==> src/hw/rtl/rdc_pkg.sv <==
// Package for the grid DDA wall raycaster.
// Holds fixed-point widths, map geometry, register codes, the sequencer state type
// and the divider request type. Depends on nothing.
`default_nettype none
package rdc_pkg;

    localparam int FRAC_BITS  = 16;
    localparam int MAP_BITS   = 5;
    localparam int MAP_AW     = 2 * MAP_BITS;
    localparam int TEX_BITS   = 6;
    localparam int MAX_STEPS  = 64;
    localparam int STEP_W     = 7;
    localparam int DIV_NUM_W  = 33;
    localparam int DIV_DEN_W  = 40;
    localparam int DIV_CNT_W  = 6;
    localparam int DIST_W     = 40;
    localparam int RAY_W      = 33;
    localparam int CAMX_W     = 30;
    localparam int PROD_W     = 48;
    localparam int CELL_W     = 4;
    localparam logic [23:0] LINE_MAX  = 24'hFFFFFF;
    localparam logic [27:0] START_MAX = 28'hFFFFFFF;

    typedef enum logic [2:0] {
        REG_POS_X   = 3'd0,
        REG_POS_Y   = 3'd1,
        REG_DIR_X   = 3'd2,
        REG_DIR_Y   = 3'd3,
        REG_PLANE_X = 3'd4,
        REG_PLANE_Y = 3'd5,
        REG_SCR_W   = 3'd6,
        REG_SCR_H   = 3'd7
    } cfg_reg_t;

    typedef enum logic [3:0] {
        ST_CLEAR,
        ST_IDLE,
        ST_CAMX,
        ST_PROD,
        ST_RAY,
        ST_DX,
        ST_SX,
        ST_DY,
        ST_SY,
        ST_WALK,
        ST_CHECK,
        ST_LINE,
        ST_SPAN,
        ST_TSTEP,
        ST_TSTART,
        ST_OUT
    } state_t;

    typedef struct packed {
        logic                 start;
        logic [DIV_NUM_W-1:0] num;
        logic [DIV_DEN_W-1:0] den;
    } div_req_t;

endpackage
`default_nettype wire

==> src/hw/rtl/rdc_map.sv <==
// Map cell memory: one write port, one read port with registered read data.
// Uses rdc_pkg for the address and cell widths.
`default_nettype none
module rdc_map
    import rdc_pkg::*;
(
    input  wire logic              clk,
    input  wire logic              we,
    input  wire logic [MAP_AW-1:0] waddr,
    input  wire logic [CELL_W-1:0] wdata,
    input  wire logic              re,
    input  wire logic [MAP_AW-1:0] raddr,
    output logic      [CELL_W-1:0] rdata
);

    logic [CELL_W-1:0] mem [2**MAP_AW];
    logic [CELL_W-1:0] rdata_reg;

    always_ff @(posedge clk)
    begin
        if (we)
        begin
            mem[waddr] <= wdata;
        end
    end

    always_ff @(posedge clk)
    begin
        if (re)
        begin
            rdata_reg <= mem[raddr];
        end
    end

    assign rdata = rdata_reg;

endmodule
`default_nettype wire

==> config.mk <==
export PLATFORM = sky130hd
export DESIGN_NAME = rdc_map
export DESIGN_NICKNAME = d
export VERILOG_FILES = /design/src/hw/rtl/rdc_pkg.sv /design/src/hw/rtl/rdc_map.sv
export SDC_FILE = /design/constraint.sdc
export NUM_CORES = 2
export LEC_CHECK = 0
export CORE_MARGIN = 2
export CORE_UTILIZATION = 40
export CTS_CLUSTER_DIAMETER = 150
export DETAILED_ROUTE_END_ITERATION = 8
export DONT_BUFFER_PORTS = 1
export GPL_ROUTABILITY_DRIVEN = 0
export PLACE_DENSITY_LB_ADDON = 0.1
export SYNTH_ARGS = -nofsm -noshare
export SYNTH_HDL_FRONTEND = slang
export SYNTH_SLANG_ARGS = --single-unit
==> constraint.sdc <==
create_clock -name clk -period 3 [get_ports clk]
set_input_delay 0.15 -clock clk [delete_from_list [all_inputs] [get_ports clk]]
set_output_delay 0.15 -clock clk [all_outputs]
set_load 0.03 [all_outputs]
==> impl_metrics.tcl <==
set metrics [dict create \
    status "finished with violations" \
    violations "slew limit, setup timing" \
    core.rowCount 233 \
    slew_violations 74 \
    ir_drop_v 0.0005600 \
    grt_pass1_wl_um 700400 \
    synth_edf_count 4100 \
    first_pass_iters 6 \
    post-route-cell-area_mm2 0.1884 \
    clkLatencyLatePin_ps 1000 \
    cts.sinks 4100 \
    coreArea_mm2 0.4032 \
    area_delta_synth_final_pct 16.19 \
    crit_required_ps 3710 \
    min_path_type "input port to flop" \
    synth_area_per_cell_um2 19.56 \
    wire_per_inst_um 35.04 \
    utilization_pct 46.72 \
    ant_nets 0 \
    p_leak_nw 58.96 \
    drv_cap 0 \
    synth_area_mm2 0.1621 \
    yosysTopAreaCell "edfxtp_1" \
    r2r_start "mem[547][2]" \
    synthArstFlopShare_pct 0 \
    grt_pass1_vias 87428 \
    clock-skew-final_ps 52.70 \
    p_per_area_mw_per_mm2 651.0 \
    antenna_found_initial 55 \
    crit_type "input port to flop" \
    ys.flop_type "edfxtp_1" \
    grt_overflow 0 \
    placed_cell_area_mm2 0.1731 \
    hp-start "we" \
    cts_buffers 435 \
    synth-seq-cells 4100 \
    finalSetupViolCount 3 \
    synth_area_leaders "edfxtp_1 76%, mux4_2 12%, mux2i_1 2.8%" \
    rsz0062_at_grt "yes" \
    setup_slack_ps -259.6 \
    tightest_slew_ps 1531 \
    clk_pin_slew_ps 60 \
    vias_per_cell 5.879 \
    first_iter_violations 11159 \
    clockRootBuffer "clkbuf_16" \
    wl_um 514200 \
    synth_seq_area_share_pct 75.93 \
    grtUsageMet2_pct 40.10 \
    cp-startpoint "raddr[6]" \
    port_buffers 0 \
    crit_path_start_kind "input port" \
    ys_warn_count 0 \
    cts.path.max_buffers 4 \
    netlist.area_leader.share_pct 75.93 \
    finalHoldViolations 0 \
    min_period_over_period_pct 108.7 \
    global_route.peak_usage_layer "met2" \
    grt_util_met3_pct 3.253 \
    drive_gt1_share_pct 25.42 \
    final_cell_mix "4100 x edfxtp_1, 1100 x nor2_1, 875 x mux4_2" \
    layout_commonest_cell "edfxtp_1" \
    fmax_mhz 306.8 \
    min_period_ps 3260 \
    rrSetupSlack_ps -170 \
    via_count 86279 \
    layout.cells.non_filler 14677 \
    worst_hold_slack_ps 77.43 \
    nNetsFinal 8916 \
    post-place-cells 13799 \
    ctsHtreeMaxLevel 5 \
    die-width_um 640.7 \
    route.detailed.drc 0 \
    yosysUniqueCellTypes 75 \
    io_pins 31 \
    cp_max_fo 9 \
    grt_max_degree 799 \
    track_usage_pct 24.29 \
    largest_reg_flops 4096 \
    use_met1_pct 33.89 \
    syn_nets 8317 \
    tritoncts "yes" \
    dp_hpwl_um 296300 \
    synthCells 8290 \
    initial_core_util_pct 40.21 \
    die_h_um 640.7 \
    cp.arrival_ps 3970 \
    crit_path_end_kind "flop" \
    dieArea_mm2 0.4105 \
    slew_headroom_pct -2.055 \
]
[power breakdown]
part           total, W  switching, W  leakage (nW)  internal [W]
Sequential       0.0631     0.0000555          36.8        0.0631
Combinational   0.00675       0.00423          15.4       0.00252
Clock            0.0528        0.0228          6.72        0.0299
[cells in the mapped netlist, drive strengths merged, types with 80 or more instances]
library cell  instances
edfxtp             4100
nor2               1103
mux4                875
mux2i               461
clkbuf              300
buf                 291
o221ai              168
nand2               166
a21oi               129
nor3                100
o22ai                89
a22oi                80
[layout make-up]
type / count / area (um2)
antenna: 14 / 35.03
clock buffer: 524 / 11280
clock inverter: 282 / 2571
fill: 33603 / 214800
inverter: 6 / 36.28
multi-input combinational: 3593 / 36610
sequential: 4100 / 123100
tap: 5405 / 6763
timing repair buffer: 753 / 7968
[metal layers]
layer | vias up | wire [um] | part of all wire, %
li1 | 35209 | - | -
met1 | 46722 | 212900 | 41
met2 | 3661 | 249100 | 48
met3 | 677 | 36790 | 7.2
met4 | 10 | 15350 | 3.0
met5 | - | 70 | 0.014
[metrics by stage]
| stage | total power, W | TNS (ps) | setup slack (ps) |
|---|---|---|---|
| after floorplan | 0.06739 | 0 | 129.1 |
| after global placement | 0.07036 | -4578 | -1673 |
| after detailed placement | 0.07042 | -4487 | -1719 |
| after CTS | 0.1231 | -177.0 | -123.5 |
| after global routing | 0.1260 | -304.7 | -186.1 |
| final | 0.1226 | -567.2 | -259.6 |
[critical path: stages]
cell,delay (ps)
dlygate4sd3_1,1000
or2_2,610
a31oi_1,230
buf_4,180
o21ai_1,70
buf_4,140
nor4_4,570
buf_4,250
a211oi_2,50
o41ai_2,370
buf_4,160
nand4_1,110
[kinds of logic after synthesis]
| group | synth area share [%] |
|---|---|
| flops | 75.93 |
| simple gates | 3.985 |
| compound gates | 2.959 |
| buf+inv | 1.962 |
| mux | 15.16 |
[final timing paths]
kind	to	depth (start not counted)
min reg2reg	rdata[3]	4
max reg2reg	rdata[2]	9
max	rdata[2]	12
min	mem[309][2]	2
[repair_timing]
action / 4_1_cts / 5_1_grt
setup endpoints to repair: 3 / 432
pin swaps: 14 / 4
setup buffers: 1 / 0
hold endpoints to repair: 1704 / 0
gates resized for setup: 37 / 25
gates cloned: 0 / 15
hold buffers: 35 / 0
(Power assumes the default switching activity.)
