$ cat src/hw/rtl/rdc_pkg.sv
// Package for the grid DDA wall raycaster.
// Holds fixed-point widths, map geometry, register codes, the sequencer state type
// and the divider request type. Depends on nothing.
`default_nettype none
package rdc_pkg;

    localparam int FRAC_BITS  = 16;
    localparam int MAP_BITS   = 5;
    localparam int MAP_AW     = 2 * MAP_BITS;
    localparam int TEX_BITS   = 6;
    localparam int MAX_STEPS  = 64;
    localparam int STEP_W     = 7;
    localparam int DIV_NUM_W  = 33;
    localparam int DIV_DEN_W  = 40;
    localparam int DIV_CNT_W  = 6;
    localparam int DIST_W     = 40;
    localparam int RAY_W      = 33;
    localparam int CAMX_W     = 30;
    localparam int PROD_W     = 48;
    localparam int CELL_W     = 4;
    localparam logic [23:0] LINE_MAX  = 24'hFFFFFF;
    localparam logic [27:0] START_MAX = 28'hFFFFFFF;

    typedef enum logic [2:0] {
        REG_POS_X   = 3'd0,
        REG_POS_Y   = 3'd1,
        REG_DIR_X   = 3'd2,
        REG_DIR_Y   = 3'd3,
        REG_PLANE_X = 3'd4,
        REG_PLANE_Y = 3'd5,
        REG_SCR_W   = 3'd6,
        REG_SCR_H   = 3'd7
    } cfg_reg_t;

    typedef enum logic [3:0] {
        ST_CLEAR,
        ST_IDLE,
        ST_CAMX,
        ST_PROD,
        ST_RAY,
        ST_DX,
        ST_SX,
        ST_DY,
        ST_SY,
        ST_WALK,
        ST_CHECK,
        ST_LINE,
        ST_SPAN,
        ST_TSTEP,
        ST_TSTART,
        ST_OUT
    } state_t;

    typedef struct packed {
        logic                 start;
        logic [DIV_NUM_W-1:0] num;
        logic [DIV_DEN_W-1:0] den;
    } div_req_t;

endpackage
`default_nettype wire

$ cat src/hw/rtl/rdc_div.sv
// Restoring unsigned divider, one quotient bit per cycle.
// Uses rdc_pkg for widths and the request struct.
`default_nettype none
module rdc_div
    import rdc_pkg::*;
(
    input  wire logic                 clk,
    input  wire logic                 rst_n,
    input  wire div_req_t             req,
    output logic                      done,
    output logic [DIV_NUM_W-1:0]      quo
);

    logic                 run_reg;
    logic                 done_reg;
    logic [DIV_CNT_W-1:0] cnt_reg;
    logic [DIV_DEN_W-1:0] rem_reg;
    logic [DIV_DEN_W-1:0] den_reg;
    logic [DIV_NUM_W-1:0] q_reg;
    logic [DIV_DEN_W:0]   rem_sh;
    logic                 fits;

    assign rem_sh = {rem_reg, q_reg[DIV_NUM_W-1]};
    assign fits   = rem_sh >= {1'b0, den_reg};

    always_ff @(posedge clk or negedge rst_n)
    begin
        if (!rst_n)
        begin
            run_reg  <= 1'b0;
            done_reg <= 1'b0;
            cnt_reg  <= '0;
        end
        else
        begin
            done_reg <= 1'b0;
            if (req.start && !run_reg)
            begin
                run_reg <= 1'b1;
                cnt_reg <= '0;
            end
            else if (run_reg)
            begin
                cnt_reg <= cnt_reg + 1'b1;
                if (cnt_reg == DIV_CNT_W'(DIV_NUM_W - 1))
                begin
                    run_reg  <= 1'b0;
                    done_reg <= 1'b1;
                end
            end
        end
    end

    always_ff @(posedge clk)
    begin
        if (req.start && !run_reg)
        begin
            rem_reg <= '0;
            den_reg <= req.den;
            q_reg   <= req.num;
        end
        else if (run_reg)
        begin
            rem_reg <= fits ? DIV_DEN_W'(rem_sh - {1'b0, den_reg}) : rem_sh[DIV_DEN_W-1:0];
            q_reg   <= {q_reg[DIV_NUM_W-2:0], fits};
        end
    end

    assign done = done_reg;
    assign quo  = q_reg;

endmodule
`default_nettype wire

$ cat config.mk
export PLATFORM = sky130hd
export DESIGN_NAME = rdc_div
export DESIGN_NICKNAME = d
export VERILOG_FILES = /design/src/hw/rtl/rdc_pkg.sv /design/src/hw/rtl/rdc_div.sv
export SDC_FILE = /design/constraint.sdc
export NUM_CORES = 1
export LEC_CHECK = 0
export ABC_AREA = 1
export BUFFER_PORTS_ARGS = -buffer_cell sky130_fd_sc_hd__buf_2
export CAP_MARGIN = 20
export CORE_MARGIN = 4
export CORE_UTILIZATION = 50
export CTS_CLUSTER_DIAMETER = 150
export DETAILED_ROUTE_END_ITERATION = 16
export GPL_ROUTABILITY_DRIVEN = 0
export PLACE_DENSITY_LB_ADDON = 0.25
export SLEW_MARGIN = 20
export SYNTH_ARGS = -nofsm -noshare
export SYNTH_HDL_FRONTEND = slang
export SYNTH_SLANG_ARGS = --single-unit
export TNS_END_PERCENT = 20
$ cat constraint.sdc
create_clock -name clk -period 4.15 [get_ports clk]
set_input_delay 0.83 -clock clk [delete_from_list [all_inputs] [get_ports clk]]
set_output_delay 0.83 -clock clk [all_outputs]
set_load 0.05 [all_outputs]
==> results_dict.tcl <==
set metrics [dict create \
    hold_buffers 0 \
    crit_family "simple AND/OR/NAND/NOR gates" \
    crit_chain "inv_1 > ha_1 > a21oi_1 > o21ai_0 > a21oi_1 > nand2_1 > nor2_4 > buf_4 > nand2_4 > nand2_1 > nand3_1 > nand2_1" \
    cts_buffers 17 \
    status "finished clean" \
    place.detailed.hpwl_um 15000 \
    yosysTopAreaCellShare 0.266 \
    powerDensity_nw_per_um2 831 \
    netlist_area_um2 8250 \
    hold_viol 0 \
    first_global_vias 7533 \
    cts_resized 0 \
    drcViolationCount 0 \
    fin_crit_ns 2.82 \
    hold-worst-slack_ns 0.240 \
    drive_gt1_frac 0.123 \
    synth_common_cells "501 x nand2_1, 228 x inv_1, 95 x nand3_1, 73 x edfxtp_1, 65 x nor2_1" \
    dieHeight_um 136 \
    synth_cell_types 37 \
    insertion_delay_ns 0.42 \
    place.port_buffers 109 \
    fmax_ghz 0.354 \
    crit_path_start_kind "register" \
    antenna_left 0 \
    wirelength_um 20300 \
    critPathCaptureType "register" \
    crit_top_cell "nand2_1" \
    cp_num_cells 12 \
    h-tree-depth 4 \
    skew_ns 0.0100 \
    drv_slew 0 \
    yosysMostFrequentCell "nand2_1" \
    r2r_cells 12 \
    cts.clk_slew.worst_paths_ns 0.06 \
    ys_warn_count 0 \
    gr-usage-met1 0.305 \
    crit_type "reg -> reg" \
    worstMarginPinSlew_ns 0.881 \
    grt_pass1_wl_um 34600 \
    fp.coreArea_um2 16000 \
    dr.first_iter.drc_count 511 \
    diodes 0 \
    dieWidth_um 136 \
    fin_tns_setup_ns 0 \
    cts_setup_buffers 0 \
    grt.overflow.total 0 \
    use_met2 0.376 \
    hold_class "in -> async" \
    crit_buf_inv 2 \
    arrival_ns 3.19 \
    rsz0062_at_grt "no" \
    synthesis.instances 1218 \
    required_ns 4.52 \
    setup_viol 0 \
    first_pass_iters 5 \
    max_stage_delay_ns 0.44 \
    area_growth_pct 15.3 \
    root_buffer "clkbuf_16" \
    die_area_um2 18600 \
    synth_edf_count 73 \
    nets 1443 \
    synth-async-reset-ratio 0.0661 \
    synth_ff_type "edfxtp_1" \
    maxCapViolCount 0 \
    antenna_found_initial 0 \
    clock_sinks 121 \
    synth_area_leaders "edfxtp_1 27%, nand2_1 23%, inv_1 10%" \
    io_pins 110 \
    period_share 0.680 \
    clock_tree.buffer_depth 2 \
    start_util 0.515 \
    peakVddDrop_v 0.000530 \
    vias 7595 \
    track_usage 0.232 \
    synth_top_cell_by_area "edfxtp_1" \
    relSlewSlack 0.413 \
    grt_max_degree 73 \
    syn_nets 1337 \
    critical_path.max_fanout 42 \
    power_leakage_nw 5.23 \
    ys_seq_elements 121 \
    ys_seq_area_frac 0.387 \
    tritoncts "yes" \
    slowest_stage "buf_4" \
    routedWlPerCell_um 13.1 \
    grtUsageMet3 0.0600 \
    vias_per_cell 4.89 \
    avgSynthCellArea_um2 6.77 \
    busiest_layer "met2" \
    std_cell_rows 46 \
    r2r_slack_ns 1.33 \
]
-- area by class of cell --
type	instances	area (um^2)
fillers	1540	6490
flip-flops and latches	121	3190
well taps	216	270
repair buffers	115	591
inverters	230	865
clock buffers	17	425
multi-input cells	839	4030
clock inverters	15	129
-- routing by layer --
layer,vias up,part of all wire
met3,31,0.066
li1,3961,-
met4,0,0.020
met2,217,0.45
met5,-,0
met1,3386,0.47
-- report_power, final --
part | total [mW] | switching, mW | internal (mW)
clock network | 1.39 | 0.610 | 0.784
logic | 4.45 | 2.98 | 1.47
registers | 2.05 | 0.262 | 1.79
total | 7.90 | 3.85 | 4.05
-- kinds of logic (layout without fill, tap and decap cells) --
group,count (synthesis),in the layout,share of synthesized area
fa+ha+maj,43,43,0.0662
compound gates,61,61,0.0390
xor+xnor,22,22,0.0234
flops,121,121,0.387
buf+inv,258,377,0.125
simple gates,713,713,0.360
-- path summary, 6_finish.rpt --
kind | start | to
max | den_reg[36] | rem_reg[27]
min | rst_n | cnt_reg[5]
max reg2reg | den_reg[36] | rem_reg[27]
min reg2reg | rem_reg[25] | rem_reg[25]
max in group asynchronous | rst_n | cnt_reg[0]
min in group clk | rem_reg[25] | rem_reg[25]
-- layout by cell type, fill, tap and decap left out, drive strengths merged --
master and instances:
ha 42, nand3b 22, o21bai 4, nor2 72, dfrtp 8, a31oi 1, dfxtp 40, a21o 1
fa 1, nor3 7, inv 238, and2 3, clkinv 6, edfxtp 73, buf 115, xor2 1
and3 2, a21oi 25, clkinvlp 1, clkbuf 17, nor4 1, nand3 97, nand2 504, o21a 1
nand4 4, or2 1, xnor2 21, o21ai 29
-- stage by stage --
step | power, mW | util | instance area (um^2) | std cells | setup WS (ns)
2_1_floorplan | 5.56 | - | 8250 | 1218 | 1.30
3_3_place_gp | 6.40 | 0.559 | 8950 | 1521 | 1.43
3_5_place_dp | 6.47 | 0.559 | 8950 | 1521 | 1.40
6_report | 7.90 | 0.594 | 9510 | 1553 | 1.33
5_1_grt | 8.64 | 0.594 | 9510 | 1553 | 1.08
4_1_cts | 7.91 | 0.594 | 9510 | 1553 | 1.38
-- worst register-to-register path, cell delays in order (launching register included) --
cell      delay (ns)
edfxtp_1        0.37
inv_1           0.08
ha_1            0.29
a21oi_1         0.22
o21ai_0         0.16
a21oi_1         0.15
nand2_1         0.12
nor2_4          0.12
buf_4           0.44
nand2_4         0.41
nand2_1         0.26
nand3_1         0.08
nand2_1         0.08
Note: power is estimated with default switching activity, not from simulation.
